<file path="config.mk">
export PLATFORM = sky130hd
export DESIGN_NAME = dtd_hasher
export DESIGN_NICKNAME = d
export VERILOG_FILES = /design/src/rtl/dtd_pkg.sv /design/src/rtl/dtd_hasher.sv
export SDC_FILE = /design/constraint.sdc
export NUM_CORES = 1
export LEC_CHECK = 0
export BUFFER_PORTS_ARGS = -buffer_cell sky130_fd_sc_hd__buf_4
export CAP_MARGIN = 20
export CORE_MARGIN = 2
export CORE_UTILIZATION = 35
export CTS_BUF_LIST = sky130_fd_sc_hd__clkbuf_2 sky130_fd_sc_hd__clkbuf_4 sky130_fd_sc_hd__clkbuf_8
export CTS_CLUSTER_SIZE = 30
export DETAILED_ROUTE_END_ITERATION = 16
export GPL_TIMING_DRIVEN = 0
export MAX_ROUTING_LAYER = met4
export PLACE_DENSITY = 0.59
export SLEW_MARGIN = 25
export SYNTH_ARGS = -nofsm -noshare
export SYNTH_HDL_FRONTEND = slang
export SYNTH_SLANG_ARGS = --single-unit
</file>
<file path="constraint.sdc">
create_clock -name clock -period 18.6 [get_ports clock]
set_clock_uncertainty 0.05 [all_clocks]
set_input_delay 3.72 -clock clock [delete_from_list [all_inputs] [get_ports clock]]
set_output_delay 3.72 -clock clock [all_outputs]
set_load 0.005 [all_outputs]
</file>
<file path="src/rtl/dtd_pkg.sv">
`timescale 1ns / 1ps
// ----------------------------------------------------------------------------
// dtd_pkg
// Shared constants and types of the dirty tile detector.
// ----------------------------------------------------------------------------
package dtd_pkg;

   localparam int MAX_WIDTH  = 1024;
   localparam int MAX_HEIGHT = 1024;
   localparam int TILE_SIZE  = 64;

   localparam int COL_W   = $clog2(MAX_WIDTH);
   localparam int ROW_W   = $clog2(MAX_HEIGHT);
   localparam int TILE_W  = $clog2(TILE_SIZE);
   localparam int TX_W    = COL_W - TILE_W;
   localparam int TY_W    = ROW_W - TILE_W;
   localparam int TILES_X = (MAX_WIDTH + TILE_SIZE - 1) / TILE_SIZE;
   localparam int TILES   = TILES_X * ((MAX_HEIGHT + TILE_SIZE - 1) / TILE_SIZE);
   localparam int TIDX_W  = TX_W + TY_W;
   localparam int FADDR_W = 1 + ROW_W + COL_W;
   localparam int FDEPTH  = 2 * MAX_WIDTH * MAX_HEIGHT;

   localparam logic [63:0] FNV_BASIS = 64'd1469598103934665603;

   localparam logic [1:0] CSR_WIDTH  = 2'd0;
   localparam logic [1:0] CSR_HEIGHT = 2'd1;
   localparam logic [1:0] CSR_DIFF   = 2'd2;

   localparam logic REQ_PIXEL  = 1'b0;
   localparam logic REQ_COMMIT = 1'b1;

   localparam logic KIND_RECT   = 1'b0;
   localparam logic KIND_MARKER = 1'b1;

   typedef struct packed {
      logic        kind;
      logic [9:0]  x;
      logic [9:0]  y;
      logic [10:0] w;
      logic [10:0] h;
      logic        dirty;
   } res_type;

   typedef struct packed {
      logic       load;
      logic       step;
      logic [1:0] byte_sel;
   } hash_ctl_type;

endpackage

</file>
<file path="src/rtl/dtd_hasher.sv">
`timescale 1ns / 1ps
// ----------------------------------------------------------------------------
// dtd_hasher
// FNV-1a 64 accumulator, folding one pixel byte per step.
// ----------------------------------------------------------------------------
module dtd_hasher
   import dtd_pkg::*;
(
   input  logic         clock,
   input  hash_ctl_type ctl,
   input  logic [63:0]  init_hash,
   input  logic [31:0]  pixel,
   output logic [63:0]  hash
);

   logic [63:0] hash_ff, hash_in, mixed;
   logic [7:0]  byte_val;

   always_comb begin
      byte_val = pixel[8*ctl.byte_sel +: 8];
      mixed    = hash_ff ^ {56'd0, byte_val};
      // The prime is 2^40 + 0x1B3, so the product is a short shift-add.
      hash_in  = hash_ff;
      if (ctl.load) begin
         hash_in = init_hash;
      end else if (ctl.step) begin
         hash_in = (mixed << 40) + (mixed << 8) + (mixed << 7) + (mixed << 5)
                 + (mixed << 4) + (mixed << 1) + mixed;
      end
   end

   always_ff @(posedge clock) begin
      hash_ff <= hash_in;
   end

   assign hash = hash_ff;

endmodule

</file>
==> metrics.csv <==
metric,value,unit
grt_use_met2,0.334,
cts_tree,done,
required,18.72,ns
yosysUniqueCellTypes,64,
busiest_layer,met2,
rows,71,
slowest_delay,0.83,ns
insertion_delay,0.41,ns
async_flop_share,0,
drv_slew,0,
whs,0.937,ns
fin_nets,1993,
clock-root-buffer,clkbuf_8,
crit_path_end_kind,flip-flop,
synth_seq_cells,64,
initial_core_util,0.353,
synth_area_leader_cell,fa_1,
clockBufferDepth,2,
synth_area_leaders,"fa_1, edfxtp_1, ha_1, inv_1, o21ai_0",
startpoint_type,input port,
ant_nets,0,
period_needed,10.63,ns
run_status,"complete, no violations",
hpwl,31.7,mm
mostFrequentLayoutCell,inv_1,
port-buffer-count,162,
core,37400,sq um
critPathMaxFanout,9,
rr_worst_depth,18,
ctsHtreeMaxLevel,3,
cts_hold_buf,0,
hold_depth,2,
ctsResizeCount,0,
path_clk_slew,0.09,ns
grtUsageMet1,0.258,
synth_area,13200,sq um
drc,0,
cts-buffers-inserted,9,
timing.fmax,94.1,MHz
io_pins,165,
antennaDiodeCount,0,
antenna_found_initial,0,
grt_pass1_vias,10600,
grt_pass1_wl,58.2,mm
relSlewSlack,0.299,
drv_cap,0,
syn-num-nets,1819,
die_x,198,um
final_cell_mix,"inv_1, fa_1, buf_4",
holdCritPathClass,flip-flop to flip-flop,
wl_per_cell,17.9,um
r2r-end,hash[63],
synth_top_area_share,0.371,
hold_viol_final,0,
hold_start,hash[0],
yosysSeqAreaShare,0.145,
grt_max_degree,35,
r2r-start,hash[7],
grtUsageMet3,0.0312,
cts.sinks,64,
grt-ovfl-total,0,
vias,10000,
synthCells,1363,
avgViaCountPerCell,4.87,
tightest_slew,1.05,ns
synthesis.yosys.warnings,0,
setup_viol,0,
rsz0062_at_grt,false,
first_pass_iters,5,
whs_endpoint,hash[0],
slowest_stage,xor2_1,
largest_register_ffs,64,
path_cells,clkbuf_1 > mux4_2 > xor2_1 > inv_1 > fa_1 > inv_1 > fa_1 > fa_1 > ha_1 > ha_1 > buf_2 > a21oi_1 > o21ai_0 > a32oi_1 > a21oi_1 > a2111oi_2 > o311ai_2 > nor4_1 > nor2_1 > o311a_1,
drive_gt1_frac,0.143,
synth_edf_count,64,
drt_iter0_markers,521,
fp.dieArea,39300,sq um
avgSynthCellArea,9.70,sq um
synth_ff_type,edfxtp_1,
finalCritPeriodShare,0.571,
tns,0,ns
drt-total-wl,36.7,mm
reg2reg_slack,11.84,ns
place.gp.congestion,0.908,
critical_path_class,input port to flip-flop,
crit_path_frequent_cell,fa_1,
grt_use_total,0.203,
die_y,198,um
postCtsSetupBuffers,0,
area_growth,16.1,%
arrival,10.75,ns
routing by layer:
metal  up-vias  part of all wire
met5         -                 0
met4         0             0.028
met3        48             0.048
met2       267              0.49
met1      4968              0.43
li1       4725                 -
cells by family after synthesis:
group	Yosys count	share of synthesized area
mux	16	0.0204
fa+ha+maj	355	0.475
simple gates	222	0.0786
flops	64	0.145
compound gates	261	0.125
xor+xnor	72	0.0477
buf+inv	373	0.108
metrics by stage:
step / util / area (sq um) / setup WS, ns / cells
5_1_grt: 0.410 / 15300 / 7.54 / 2053
4_1_cts: 0.410 / 15300 / 7.93 / 2053
6_report: 0.410 / 15300 / 7.97 / 2053
2_1_floorplan: - / 13200 / 8.98 / 1363
3_3_place_gp: 0.403 / 15100 / 7.51 / 2036
3_5_place_dp: 0.405 / 15100 / 7.49 / 2037
worst max path at each step:
stage	start	end	cells past startpoint
floorplan	ctl[0]	hash[63]	19
global placement	ctl[0]	hash[63]	20
detailed placement	ctl[0]	hash[63]	20
CTS	ctl[0]	hash[63]	20
global route	ctl[0]	hash[63]	20
finish	ctl[0]	hash[63]	20
area by class of cell:
class	instances	area, sq um
sequential	64	1920
timing repair buffer	163	1240
inverter	334	1250
clock inverter	5	71.3
multi-input combinational	926	9920
fill	3722	22100
buffer	39	170
clock buffer	11	139
tap	511	639
worst max-delay path, delay by kind of cell:
family          cells  cell delay [ns]
compound gates      7             2.16
xor+xnor            1             0.83
fa+ha+maj           5             2.01
buf+inv             4             0.94
mux                 1             0.59
simple gates        2             0.47
synth_stat cells (all sizes together) (11+ instances only):
cell / n
a21o: 34
o21bai: 11
nor2: 38
clkbuf: 27
nand3: 15
fa: 245
edfxtp: 64
xnor2: 43
nand4: 17
a21oi: 63
ha: 110
a31oi: 11
buf: 12
nand2: 101
o21ai: 86
xor2: 29
inv: 333
Power is left out: the tool's default activity adds up to more than one toggle a clock period on the data nets, which glitch-free logic cannot reach.
